===== src/pms_pkg.sv =====
// Shared types and constants for the PCM mix, scale and saturate block.
// Used by every module under src; depends on nothing else.
package pms_pkg;

   // Register file geometry: five 32-bit registers at byte addresses 4*i.
   localparam int CSR_ADDR_W = 5;
   localparam int CSR_DATA_W = 32;

   // Register word indexes (byte address divided by four).
   localparam logic [2:0] REG_SAMPLE_FORMAT = 3'd0;
   localparam logic [2:0] REG_SIGNED_CLIP   = 3'd1;
   localparam logic [2:0] REG_CLIP_MAX      = 3'd2;
   localparam logic [2:0] REG_CLIP_MIN      = 3'd3;
   localparam logic [2:0] REG_GAIN          = 3'd4;

   localparam int SAMPLE_W = 32;
   localparam int SUM_W    = SAMPLE_W + 1;
   localparam int GAIN_W   = 24;
   localparam int FRAC_W   = 16;
   localparam int PROD_W   = SUM_W + GAIN_W;
   localparam int SCALED_W = PROD_W - FRAC_W;

   typedef enum logic [1:0] {
      FMT_8  = 2'd0,
      FMT_16 = 2'd1,
      FMT_24 = 2'd2,
      FMT_32 = 2'd3
   } fmt_type;

   typedef struct packed {
      fmt_type                     sample_format;
      logic                        signed_clip;
      logic signed [SAMPLE_W-1:0]  clip_max;
      logic signed [SAMPLE_W-1:0]  clip_min;
      logic [GAIN_W-1:0]           gain;
   } cfg_type;

   typedef struct packed {
      logic [SAMPLE_W-1:0] sample_a;
      logic [SAMPLE_W-1:0] sample_b;
      logic                last;
   } req_type;

   // Sum of the two widened samples, held as sign and magnitude.
   typedef struct packed {
      logic [SUM_W-1:0] mag;
      logic             neg;
      logic             last;
   } sum_type;

   // Magnitude after gain, fraction bits already dropped.
   typedef struct packed {
      logic [SCALED_W-1:0] mag;
      logic                neg;
      logic                last;
   } scaled_type;

   typedef struct packed {
      logic [SAMPLE_W-1:0] mixed_word;
      logic                last;
   } rsp_type;

endpackage


===== src/pcm_mix_scale_saturate.sv =====
// Top level of the saturating PCM mixer with gain.
// Depends on pms_pkg, pms_csr, pms_widen, pms_scale and pms_clip.
//
// Unless stalled, the block takes one item per clock: two raw little-endian
// sample words, sign-extended from the configured sample width (8, 16, 24 or
// 32 bits), added exactly, multiplied by an unsigned Q8.16 gain with the
// fraction truncated toward zero, saturated to the signed 32-bit range and
// then clipped to [clip_min, clip_max], or only at clip_max when signed_clip
// is zero. The result is packed back to the sample width with the upper bytes
// zero, and tlast is carried through unchanged. Scale-only operation is the
// same with sample_b tied to zero. The datapath is a three-stage pipeline:
// widening and add, the 33 by 24 bit gain multiplier, then saturation, clip
// and pack. Each stage has its own register and valid bit, so an accepted item
// passes through the widen, scale and clip registers in turn before its result
// is offered; the block sustains one item per cycle while results are taken;
// a stalled result only holds back the stages behind it once they are all full.
// Configuration registers are read live by the stages and
// should be written only while no items are in flight. There is no reset
// sweep: the block accepts items from the first cycle after reset.
module pcm_mix_scale_saturate (
   input  logic                             clock,
   input  logic                             reset,
   // Input items
   input  logic                             req_tvalid,
   output logic                             req_tready,
   input  logic [63:0]                      req_tdata,  // [31:0] sample_a, [63:32] sample_b
   input  logic                             req_tlast,  // last_in
   // Result items
   output logic                             rsp_tvalid,
   input  logic                             rsp_tready,
   output logic [31:0]                      rsp_tdata,  // [31:0] mixed_word
   output logic                             rsp_tlast,  // last_out
   // Configuration
   input  logic                             csr_psel,
   input  logic                             csr_penable,
   input  logic                             csr_pwrite,
   input  logic [pms_pkg::CSR_ADDR_W-1:0]   csr_paddr,
   input  logic [pms_pkg::CSR_DATA_W-1:0]   csr_pwdata,
   output logic [pms_pkg::CSR_DATA_W-1:0]   csr_prdata,
   output logic                             csr_pready
);
   import pms_pkg::*;

   cfg_type    cfg;
   req_type    req;
   sum_type    sum_data;
   scaled_type scaled_data;
   rsp_type    rsp;
   logic       sum_valid;
   logic       sum_ready;
   logic       scaled_valid;
   logic       scaled_ready;

   assign req.sample_a = req_tdata[31:0];
   assign req.sample_b = req_tdata[63:32];
   assign req.last     = req_tlast;

   pms_csr u_csr (
      .clock       (clock),
      .reset       (reset),
      .csr_psel    (csr_psel),
      .csr_penable (csr_penable),
      .csr_pwrite  (csr_pwrite),
      .csr_paddr   (csr_paddr),
      .csr_pwdata  (csr_pwdata),
      .csr_prdata  (csr_prdata),
      .csr_pready  (csr_pready),
      .cfg         (cfg)
   );

   pms_widen u_widen (
      .clock         (clock),
      .reset         (reset),
      .sample_format (cfg.sample_format),
      .in_valid      (req_tvalid),
      .in_ready      (req_tready),
      .in_data       (req),
      .out_valid     (sum_valid),
      .out_ready     (sum_ready),
      .out_data      (sum_data)
   );

   pms_scale u_scale (
      .clock     (clock),
      .reset     (reset),
      .gain      (cfg.gain),
      .in_valid  (sum_valid),
      .in_ready  (sum_ready),
      .in_data   (sum_data),
      .out_valid (scaled_valid),
      .out_ready (scaled_ready),
      .out_data  (scaled_data)
   );

   pms_clip u_clip (
      .clock     (clock),
      .reset     (reset),
      .cfg       (cfg),
      .in_valid  (scaled_valid),
      .in_ready  (scaled_ready),
      .in_data   (scaled_data),
      .out_valid (rsp_tvalid),
      .out_ready (rsp_tready),
      .out_data  (rsp)
   );

   assign rsp_tdata = rsp.mixed_word;
   assign rsp_tlast = rsp.last;

`ifndef NO_ASSERTIONS
   // Input back-pressure only ever comes from a stalled, full pipeline.
   assert property (@(posedge clock) disable iff (reset)
      !req_tready |-> (rsp_tvalid && !rsp_tready && sum_valid && scaled_valid))
      else $error("input stalled while the pipeline has room");

   // An accepted item always lands in the first stage.
   assert property (@(posedge clock) disable iff (reset)
      (req_tvalid && req_tready) |=> sum_valid)
      else $error("accepted item lost at the first stage");

   // No result is offered straight after reset.
   assert property (@(posedge clock)
      reset |=> !rsp_tvalid)
      else $error("result valid after reset");
`endif

endmodule


===== src/pms_csr.sv =====
// Configuration register file with an APB-style access port.
// Depends on pms_pkg for the register indexes and the cfg_type bundle.
module pms_csr (
   input  logic                             clock,
   input  logic                             reset,
   input  logic                             csr_psel,
   input  logic                             csr_penable,
   input  logic                             csr_pwrite,
   input  logic [pms_pkg::CSR_ADDR_W-1:0]   csr_paddr,
   input  logic [pms_pkg::CSR_DATA_W-1:0]   csr_pwdata,
   output logic [pms_pkg::CSR_DATA_W-1:0]   csr_prdata,
   output logic                             csr_pready,
   output pms_pkg::cfg_type                 cfg
);
   import pms_pkg::*;

   cfg_type    cfg_ff;
   logic       wr_en;
   logic [2:0] reg_idx;

   assign csr_pready = 1'b1;
   assign wr_en      = csr_psel && csr_penable && csr_pwrite && csr_pready;
   assign reg_idx    = csr_paddr[CSR_ADDR_W-1:2];
   assign cfg        = cfg_ff;

   always_ff @(posedge clock) begin
      if (reset) begin
         cfg_ff.sample_format <= FMT_24;
         cfg_ff.signed_clip   <= 1'b1;
         cfg_ff.clip_max      <= 32'sd8388607;
         cfg_ff.clip_min      <= -32'sd8388608;
         cfg_ff.gain          <= 24'd65536;
      end else if (wr_en) begin
         unique case (reg_idx)
            REG_SAMPLE_FORMAT: cfg_ff.sample_format <= fmt_type'(csr_pwdata[1:0]);
            REG_SIGNED_CLIP:   cfg_ff.signed_clip   <= csr_pwdata[0];
            REG_CLIP_MAX:      cfg_ff.clip_max      <= csr_pwdata;
            REG_CLIP_MIN:      cfg_ff.clip_min      <= csr_pwdata;
            REG_GAIN:          cfg_ff.gain          <= csr_pwdata[GAIN_W-1:0];
            default: ;
         endcase
      end
   end

   always_comb begin
      unique case (reg_idx)
         REG_SAMPLE_FORMAT: csr_prdata = {30'd0, cfg_ff.sample_format};
         REG_SIGNED_CLIP:   csr_prdata = {31'd0, cfg_ff.signed_clip};
         REG_CLIP_MAX:      csr_prdata = cfg_ff.clip_max;
         REG_CLIP_MIN:      csr_prdata = cfg_ff.clip_min;
         REG_GAIN:          csr_prdata = {{(CSR_DATA_W-GAIN_W){1'b0}}, cfg_ff.gain};
         default:           csr_prdata = '0;
      endcase
   end

endmodule


===== src/pms_widen.sv =====
// First stage: sign-extends both samples from the sample width and adds them,
// registering the sum as sign and magnitude. Depends on pms_pkg.
module pms_widen (
   input  logic              clock,
   input  logic              reset,
   input  pms_pkg::fmt_type  sample_format,
   input  logic              in_valid,
   output logic              in_ready,
   input  pms_pkg::req_type  in_data,
   output logic              out_valid,
   input  logic              out_ready,
   output pms_pkg::sum_type  out_data
);
   import pms_pkg::*;

   logic                    valid_ff;
   logic                    valid_in;
   sum_type                 data_ff;
   sum_type                 data_in;
   logic signed [SUM_W-1:0] a_ext;
   logic signed [SUM_W-1:0] b_ext;
   logic signed [SUM_W-1:0] sum;

   function automatic logic signed [SUM_W-1:0] widen(input logic [SAMPLE_W-1:0] w,
                                                     input fmt_type f);
      logic signed [SUM_W-1:0] v;
      unique case (f)
         FMT_8:  v = {{(SUM_W-8){w[7]}}, w[7:0]};
         FMT_16: v = {{(SUM_W-16){w[15]}}, w[15:0]};
         FMT_24: v = {{(SUM_W-24){w[23]}}, w[23:0]};
         FMT_32: v = {w[31], w};
      endcase
      return v;
   endfunction

   always_comb begin
      a_ext         = widen(in_data.sample_a, sample_format);
      b_ext         = widen(in_data.sample_b, sample_format);
      sum           = a_ext + b_ext;
      data_in.neg   = sum[SUM_W-1];
      data_in.mag   = sum[SUM_W-1] ? (~sum + 1'b1) : sum;
      data_in.last  = in_data.last;
      in_ready      = !valid_ff || out_ready;
      valid_in      = in_ready ? in_valid : valid_ff;
   end

   always_ff @(posedge clock) begin
      if (reset) begin
         valid_ff <= 1'b0;
      end else begin
         valid_ff <= valid_in;
      end
      if (in_valid && in_ready) begin
         data_ff <= data_in;
      end
   end

   assign out_valid = valid_ff;
   assign out_data  = data_ff;

`ifndef NO_ASSERTIONS
   // Two samples of at most 32 bits never give a magnitude above 2^32.
   assert property (@(posedge clock) disable iff (reset)
      valid_ff |-> !(data_ff.mag[SUM_W-1] && (|data_ff.mag[SUM_W-2:0])))
      else $error("widened sum magnitude out of range");
`endif

endmodule


===== src/pms_scale.sv =====
// Second stage: multiplies the sum magnitude by the Q8.16 gain and drops the
// fraction bits, which truncates toward zero. Depends on pms_pkg.
module pms_scale (
   input  logic                        clock,
   input  logic                        reset,
   input  logic [pms_pkg::GAIN_W-1:0]  gain,
   input  logic                        in_valid,
   output logic                        in_ready,
   input  pms_pkg::sum_type            in_data,
   output logic                        out_valid,
   input  logic                        out_ready,
   output pms_pkg::scaled_type         out_data
);
   import pms_pkg::*;

   logic              valid_ff;
   logic              valid_in;
   scaled_type        data_ff;
   scaled_type        data_in;
   logic [PROD_W-1:0] prod;

   always_comb begin
      prod         = {{GAIN_W{1'b0}}, in_data.mag} * {{SUM_W{1'b0}}, gain};
      data_in.mag  = prod[PROD_W-1:FRAC_W];
      data_in.neg  = in_data.neg;
      data_in.last = in_data.last;
      in_ready     = !valid_ff || out_ready;
      valid_in     = in_ready ? in_valid : valid_ff;
   end

   always_ff @(posedge clock) begin
      if (reset) begin
         valid_ff <= 1'b0;
      end else begin
         valid_ff <= valid_in;
      end
      if (in_valid && in_ready) begin
         data_ff <= data_in;
      end
   end

   assign out_valid = valid_ff;
   assign out_data  = data_ff;

`ifndef NO_ASSERTIONS
   // Magnitude is at most 2^32 and gain below 2^24, so the top bit stays clear.
   assert property (@(posedge clock) disable iff (reset)
      valid_ff |-> !data_ff.mag[SCALED_W-1])
      else $error("scaled magnitude exceeds its bound");
`endif

endmodule


===== src/pms_clip.sv =====
// Last stage: restores the sign, saturates to 32 bits, clips to the
// configured bounds and packs to the sample width. Depends on pms_pkg.
module pms_clip (
   input  logic                 clock,
   input  logic                 reset,
   input  pms_pkg::cfg_type     cfg,
   input  logic                 in_valid,
   output logic                 in_ready,
   input  pms_pkg::scaled_type  in_data,
   output logic                 out_valid,
   input  logic                 out_ready,
   output pms_pkg::rsp_type     out_data
);
   import pms_pkg::*;

   logic                       valid_ff;
   logic                       valid_in;
   rsp_type                    data_ff;
   rsp_type                    data_in;
   logic signed [SAMPLE_W-1:0] sat;
   logic signed [SAMPLE_W-1:0] clipped;
   logic                       over_pos;
   logic                       over_neg;

   always_comb begin
      // Positive overflow above 2^31-1; negative overflow below -2^31.
      over_pos = !in_data.neg && (|in_data.mag[SCALED_W-1:SAMPLE_W-1]);
      over_neg = in_data.neg && ((|in_data.mag[SCALED_W-1:SAMPLE_W]) ||
                 (in_data.mag[SAMPLE_W-1] && (|in_data.mag[SAMPLE_W-2:0])));
      if (over_pos) begin
         sat = {1'b0, {(SAMPLE_W-1){1'b1}}};
      end else if (over_neg) begin
         sat = {1'b1, {(SAMPLE_W-1){1'b0}}};
      end else if (in_data.neg) begin
         sat = ~in_data.mag[SAMPLE_W-1:0] + 1'b1;
      end else begin
         sat = in_data.mag[SAMPLE_W-1:0];
      end

      // The upper bound is tested first, so it wins for a value beyond both bounds.
      if (sat > cfg.clip_max) begin
         clipped = cfg.clip_max;
      end else if (cfg.signed_clip && (sat < cfg.clip_min)) begin
         clipped = cfg.clip_min;
      end else begin
         clipped = sat;
      end

      case (cfg.sample_format)
         FMT_8:   data_in.mixed_word = {24'd0, clipped[7:0]};
         FMT_16:  data_in.mixed_word = {16'd0, clipped[15:0]};
         FMT_24:  data_in.mixed_word = {8'd0, clipped[23:0]};
         default: data_in.mixed_word = clipped;
      endcase
      data_in.last = in_data.last;

      in_ready = !valid_ff || out_ready;
      valid_in = in_ready ? in_valid : valid_ff;
   end

   always_ff @(posedge clock) begin
      if (reset) begin
         valid_ff <= 1'b0;
      end else begin
         valid_ff <= valid_in;
      end
      if (in_valid && in_ready) begin
         data_ff <= data_in;
      end
   end

   assign out_valid = valid_ff;
   assign out_data  = data_ff;

`ifndef NO_ASSERTIONS
   // Saturation can only go one way, matching the sign of the value.
   assert property (@(posedge clock) disable iff (reset)
      in_valid |-> !(over_pos && over_neg))
      else $error("saturation flagged in both directions");
`endif

endmodule

===== config.mk =====
export PLATFORM = sky130hd
export DESIGN_NAME = pcm_mix_scale_saturate
export DESIGN_NICKNAME = d
export VERILOG_FILES = /design/src/pms_pkg.sv /design/src/pcm_mix_scale_saturate.sv /design/src/pms_csr.sv /design/src/pms_widen.sv /design/src/pms_scale.sv /design/src/pms_clip.sv
export SDC_FILE = /design/constraint.sdc
export NUM_CORES = 2
export LEC_CHECK = 0
export ABC_AREA = 1
export BUFFER_PORTS_ARGS = -buffer_cell sky130_fd_sc_hd__buf_2
export CORE_MARGIN = 10
export CORE_UTILIZATION = 60
export CTS_CLUSTER_SIZE = 12
export DETAILED_ROUTE_END_ITERATION = 10
export PLACE_DENSITY_LB_ADDON = 0.15
export SETUP_SLACK_MARGIN = 0.4
export SLEW_MARGIN = 20
export SYNTH_ARGS = -nofsm -noshare
export SYNTH_HDL_FRONTEND = slang
export SYNTH_HIERARCHICAL = 1
export SYNTH_SLANG_ARGS = --single-unit

===== constraint.sdc =====
create_clock -name clock -period 8 [get_ports clock]
set_input_delay 2.4 -clock clock [delete_from_list [all_inputs] [get_ports clock]]
set_output_delay 2.4 -clock clock [all_outputs]
set_load 0.005 [all_outputs]

======== After elaboration in Yosys (flattened, before gate mapping) ========
Cells that the tools add are included.
word-level totals
  word-level logic and storage cells ...... 69
  register bits ........................... 205
  output and inout bits ................... 68
  input bits .............................. 109
cells by class
  add/sub/neg operators ................... 3
  $mul .................................... 1
  bitwise operators ....................... 2
  multiplexer cells ....................... 10
  reduce and logical (&&, ||, !) cells .... 27
  magnitude comparators ................... 2
  equality and inequality tests ........... 7
operators by type and width
  cell                   number
  $pmux 33 s4            2
  $mux 32                6
  $pmux 32 s5            1
  $pmux 32 s3            1
  $mul 33x24->57         1
  $add 33x1->33 const B  1
  $add 33x33->33         1
  $not 33->33            1
  $add 32x1->32 const B  1
  $gt 32x32->1           1
  $lt 32x32->1           1
  $not 32->32            1
  $reduce_or 31->1       1
  $reduce_and 2->1       5
  $reduce_or 10->1       1
  $logic_and 1x1->1      9
  $reduce_or 9->1        1
  $eq 3x2->1 const B     2
  $eq 2x2->1 const B     2
  $logic_not 1->1        4
  $logic_or 1x1->1       4
  $eq 3x1->1 const B     1
  $eq 3x3->1 const B     1
  $logic_not 3->1        1
  2 further kinds        2

======== Depth between registers and ports, before layout ========
  depth after elaboration ................. 11
  mapped depth ............................ 30
  mapped depth without buffers ............ 28

======== By module ========
The synthesis kept the hierarchy.
modules (own cells, without submodules)
  module     seq. area each (sq um)  area each (sq um)  times used  cells an instance
  pms_scale  1311.3                  28232.1            1           3723
  pms_widen  1071.0                  5266.3             1           918
  pms_clip   1011.0                  4855.9             1           741
  pms_csr    1821.7                  4115.2             1           645

======== Least setup slack after synthesis ========
OpenSTA, ideal clock, no wires.
  path kind ............................... register -> register
  from .................................... register, netlist name u_csr/cfg[3]
  to ...................................... register u_scale.data_ff, in the netlist u_scale/out_data[35], data pin
  stages on the path, launching flop included .. 26
  buffers on the path ..................... 2
  clock period less this slack ............ 6.108 ns
  setup time .............................. 0.254 ns
  arrival ................................. 5.854 ns
  required time ........................... 7.746 ns
  slack ................................... 1.892 ns
  cells stage by stage .................... dfxtp_1 > clkbuf_1 > clkbuf_1 > nand2_1 > fa_1 > inv_1 > fa_1 > inv_1 > fa_1 > fa_1 > fa_1 > inv_1 > fa_1 > inv_1 > fa_1 > inv_1 > ha_1 > a21oi_1 > o21ai_0 > o21bai_1 > a21oi_1 > inv_1 > nand2_1 > nand3_1 > nand2_1 > nand2_1
between the ends
  word-level cells in the longest chain between the ends .. 1
ends and longest elaborated chain
  item                  RTL line         text
  $mul 33x24->57        pms_scale.sv:23  prod = {{GAIN_W{1'b0}}, in_data.mag} * {{SUM_W{1'b0}}, gain};
  net u_scale.prod[49]  pms_scale.sv:20  logic [PROD_W-1:0] prod;
  end signal, assigned  pms_scale.sv:38  data_ff <= data_in;
  end, declared         pms_scale.sv:18  scaled_type data_ff;
The timed path passes the listed nets, and every way through them passes these cells.
A chain may end at the register's enable or synchronous reset.

======== Worst setup path in the final report ========
  from .................................... register u_widen.data_ff, in the netlist u_widen/out_data[29]
  to ...................................... register u_scale.data_ff, in the netlist u_scale/out_data[29], data pin
between the ends
  word-level cells in the longest chain between the ends .. 1
ends and longest elaborated chain
  item                    RTL line         text
  start, declared         pms_widen.sv:18  sum_type data_ff;
  start signal, assigned  pms_widen.sv:54  data_ff <= data_in;
  $mul 33x24->57          pms_scale.sv:23
  net u_scale.prod[43]    pms_scale.sv:20
The timed path passes the listed nets, and every way through them passes these cells.

==> metrics.md <==
| Metric | Value |
|---|---|
| Status | completed |
| Final Critical Period | between 7 and 8 ns |
| Vias per cell | about 5.2 |
| Synth Instances | around 6000 |
| 1st-iter DRT viols | a little over 3000 |
| Layout cells sized above 1 | 0.07186 |
| Initial core utilization | 0.6054 |
| RSZ-0062 raised after global routing | false |
| DP Wirelength | approximately 100000 um |
| Post-CTS sizing | 0 |
| Post-Syn Nets | roughly 7000 |
| Dominant synthesized flop cell | edfxtp_1 |
| Setup violators final | 0 |
| Row cnt | 97 |
| Worst path cell trace | nand2_1 -> fa_1 -> inv_1 -> fa_1 -> inv_1 -> fa_1 -> fa_1 -> inv_1 -> fa_1 -> fa_1 -> inv_1 -> fa_1 -> inv_1 -> ha_1 -> nand2_1 -> nor2_1 -> inv_2 -> nor2_1 -> inv_1 -> nor3_1 -> nand4_1 -> nand4_1 -> nand2_1 |
| Final wirelength | between 100000 and 150000 um |
| Warnings, synthesis | 6 |
| Final ANT Viol Nets | 0 |
| CTS Hold Buffers Added | 0 |
| Worst slew pin tran | 1.190 ns |
| Clock Sinks | ~200 |
| Cell Pwr Density | around 130 nW/um^2 |
| Overall die width | around 290 um |
| Root buffer cell | clkbuf_16 |
| Layout area overhead | 6.667% |
| Reg clk slew, reported paths | ~0.070 ns |
| Asr flop ratio synth | 0 |
| Gr usage total | 0.3055 |
| I/O Buffers | 173 |
| Netlist cell types | 58 |
| Static Leak | 0.02673 uW |
| Final Slew Violations | 0 |
| Crit Path Max Fanout | 19 |
| WL/cell | 17.64 um |
| First-pass GRT wire length | ~200000 um |
| GR Overflow Total | 0 |
| Crit path buf inv count | 7 |
| Seq cells post-synth | between 200 and 250 |
| Fin util | 0.6458 |
| Vias in the first global route | approximately 37000 |
| VDD IR max | slightly above 0.0002 V |
| Total Die Area | around 82000 um^2 |
| Number of enable flip-flop cells after synthesis | approximately 110 |
| Post-Place Cells | approximately 7000 |
| Worst-case clock buffer depth | 3 |
| CTS Buf Count | 24 |
| WS Path Type | reg -> reg |
| Crit end category | flip-flop |
| DRC | 0 |
| Max-Slew Margin vs Limit | 0.2050 |
| Critical Path Slowest Stage Cell | edfxtp_1 |
| TritonCTS clock tree | yes |
| Synth Cell Area | 42470 um^2 |
| Top cell by count, worst path | fa_1 |
| Die Y | approximately 290 um |
| Crit share post-route | 0.9122 |
| Syn Area/Cell | slightly above 7 um^2 |
| Non-filler instance count after layout | 7064 |
| Ports | 177 |
| # Max-Cap Violations | 0 |
| Clock Skew | 0.02656 ns |
| Startpoint Class | flip-flop |
| DR vias | ~37000 |
| Post-CTS Repair Setup Buffers | 0 |
| Final hold vios | 0 |
| Core Region | about 70000 um^2 |
| Setup total negative slack | 0 ns |
| Worst-Skew Late Latency | about 0.56 ns |
| Arr. time, crit path | 7.54 ns |
| Top Family by Delay on Critical Path | adder cells |
| Worst EP required | about 8.2 ns |
| Largest net degree at the start of global routing | 92 |
| Final Wtd Congestion | 1.044 |
| Type of the worst min-delay path | reg -> reg |
| Seq/Total Area, Yosys | 0.1228 |
| Layout Nets | 7171 |
| H-tree Lvls | 1 |
| Fmax | around 0.14 GHz |
| Initial antenna violation count | 2 |
| Max incr delay on CP | about 1 ns |
| Pre-Repair DR Iteration Count | 5 |
-- final timing paths --
check	start	endpoint	slack, ns	depth (start not counted)
worst min register to register	u_scale/out_data[0]$_DFFE_PP_	u_clip/out_data[0]$_DFFE_PP_	0.42	0
worst min-delay path	u_scale/out_data[0]$_DFFE_PP_	u_clip/out_data[0]$_DFFE_PP_	0.42	0
worst max-delay path	u_widen/out_data[29]$_DFFE_PP_	u_scale/out_data[29]$_DFFE_PP_	0.70	23
worst max register to register	u_widen/out_data[29]$_DFFE_PP_	u_scale/out_data[29]$_DFFE_PP_	0.70	23
-- metrics by stage --
stage / hold WS, ns / power (uW) / cell area [um^2] / worst slack (ns)
3_3_place_gp: 0.4024 / 4562 / 44480 / 0.8619
2_1_floorplan: 0.4003 / 3446 / 42470 / 1.892
3_5_place_dp: 0.4088 / 4609 / 44480 / 0.7676
4_1_cts: 0.4238 / 5683 / 45210 / 0.7556
5_1_grt: 0.4414 / 6118 / 45300 / 0.4167
6_report: 0.4219 / 5710 / 45300 / 0.7027
-- cell usage after synthesis, drive strengths merged (2+ instances only) --
library cell  instances  area, um^2
fa                  680       13610
inv                1672        6279
a211oi                5       37.54
o21a                  5       37.54
o221ai                2       17.52
dfxtp                94        1882
o22ai                 2       12.51
ha                  276        3453
nor3b                 2       15.01
nand4                64       400.4
xor2                 42       367.9
a21oi               170       865.8
a21o                  8       60.06
nor2                385        1520
nor4                  9       62.56
nand3b               13       110.1
nor3                 39       226.5
nand2              1767        6713
o21ai               147       743.2
o211ai                3       22.52
or2                   5       31.29
a31oi                 9       56.30
o21bai               12       101.3
buf                  47       275.3
clkbuf              187       701.9
o31ai                 6       45.04
xnor2                13       121.4
edfxtp              111        3333
nand3               244        1309
-- metal layers --
metal | track usage | routed length (um) | vias up
li1 | - | - | 17680
met1 | 0.4039 | 51850 | 17740
met2 | 0.5053 | 57910 | 1376
met3 | 0.04646 | 9633 | 237
met4 | 0.1092 | 5201 | 2
met5 | 0 | 13 | -
-- power breakdown --
part	leakage (uW)	switching, uW	internal (uW)
logic	0.0246	1990	1030
clock network	0.000358	472	590
registers	0.00182	337	1290
total	0.0267	2800	2910
-- cells by family after synthesis --
logic type,Yosys count,share of synthesized area
buf+inv,1907,0.1709
simple gates,2531,0.2451
flops,205,0.1228
other cells,1,0.00008830
fa+ha+maj,956,0.4019
compound gates,372,0.04773
xor+xnor,55,0.01152
-- layout make-up --
class / instances / area [um^2]
well taps: 940 / 1176
multi-input cells: 3915 / 30040
diodes: 1 / 2.502
fillers: 6446 / 24850
flip-flops and latches: 205 / 5215
clock buffers: 31 / 626.9
inverters: 1673 / 6282
clock inverters: 12 / 105.1
repair buffers: 287 / 1852
-- worst reg2reg max path, stage by stage (launching register included) --
cell and delay (ns):
edfxtp_1 0.99, nand2_1 0.23, fa_1 0.60, inv_1 0.05
fa_1 0.48, inv_1 0.06, fa_1 0.45, fa_1 0.55
inv_1 0.06, fa_1 0.44, fa_1 0.55, inv_1 0.06
fa_1 0.50, inv_1 0.05, ha_1 0.42, nand2_1 0.14
nor2_1 0.17, inv_2 0.06, nor2_1 0.10, inv_1 0.07
nor3_1 0.33, nand4_1 0.31, nand4_1 0.19, nand2_1 0.16
-- placed cells by master, fill, tap and decap left out, types with 10 or more instances in the layout --
cell,synthesis,routed
a21oi_1,166,163
buf_2,28,173
buf_4,5,104
clkbuf_16,0,24
dfxtp_1,94,94
edfxtp_1,111,111
fa_1,680,680
ha_1,276,276
inv_1,1639,1639
inv_2,32,32
nand2_1,1735,1735
nand2_2,32,32
nand3_1,231,231
nand3_2,10,10
nand3b_1,12,12
nand4_1,64,64
nor2_1,369,368
nor3_1,34,34
o21ai_0,123,123
o21ai_1,22,22
xnor2_1,12,12
xor2_1,42,42
-- flip-flops by register name, summed over array words and instances, names as in the netlist --
name,cells
u_clip/out_data,33
u_clip/out_valid,1
u_csr/cfg,91
u_scale/out_data,43
u_scale/out_valid,1
u_widen/out_data,35
u_widen/out_valid,1
No activity file was read; power rests on OpenSTA's default activity.
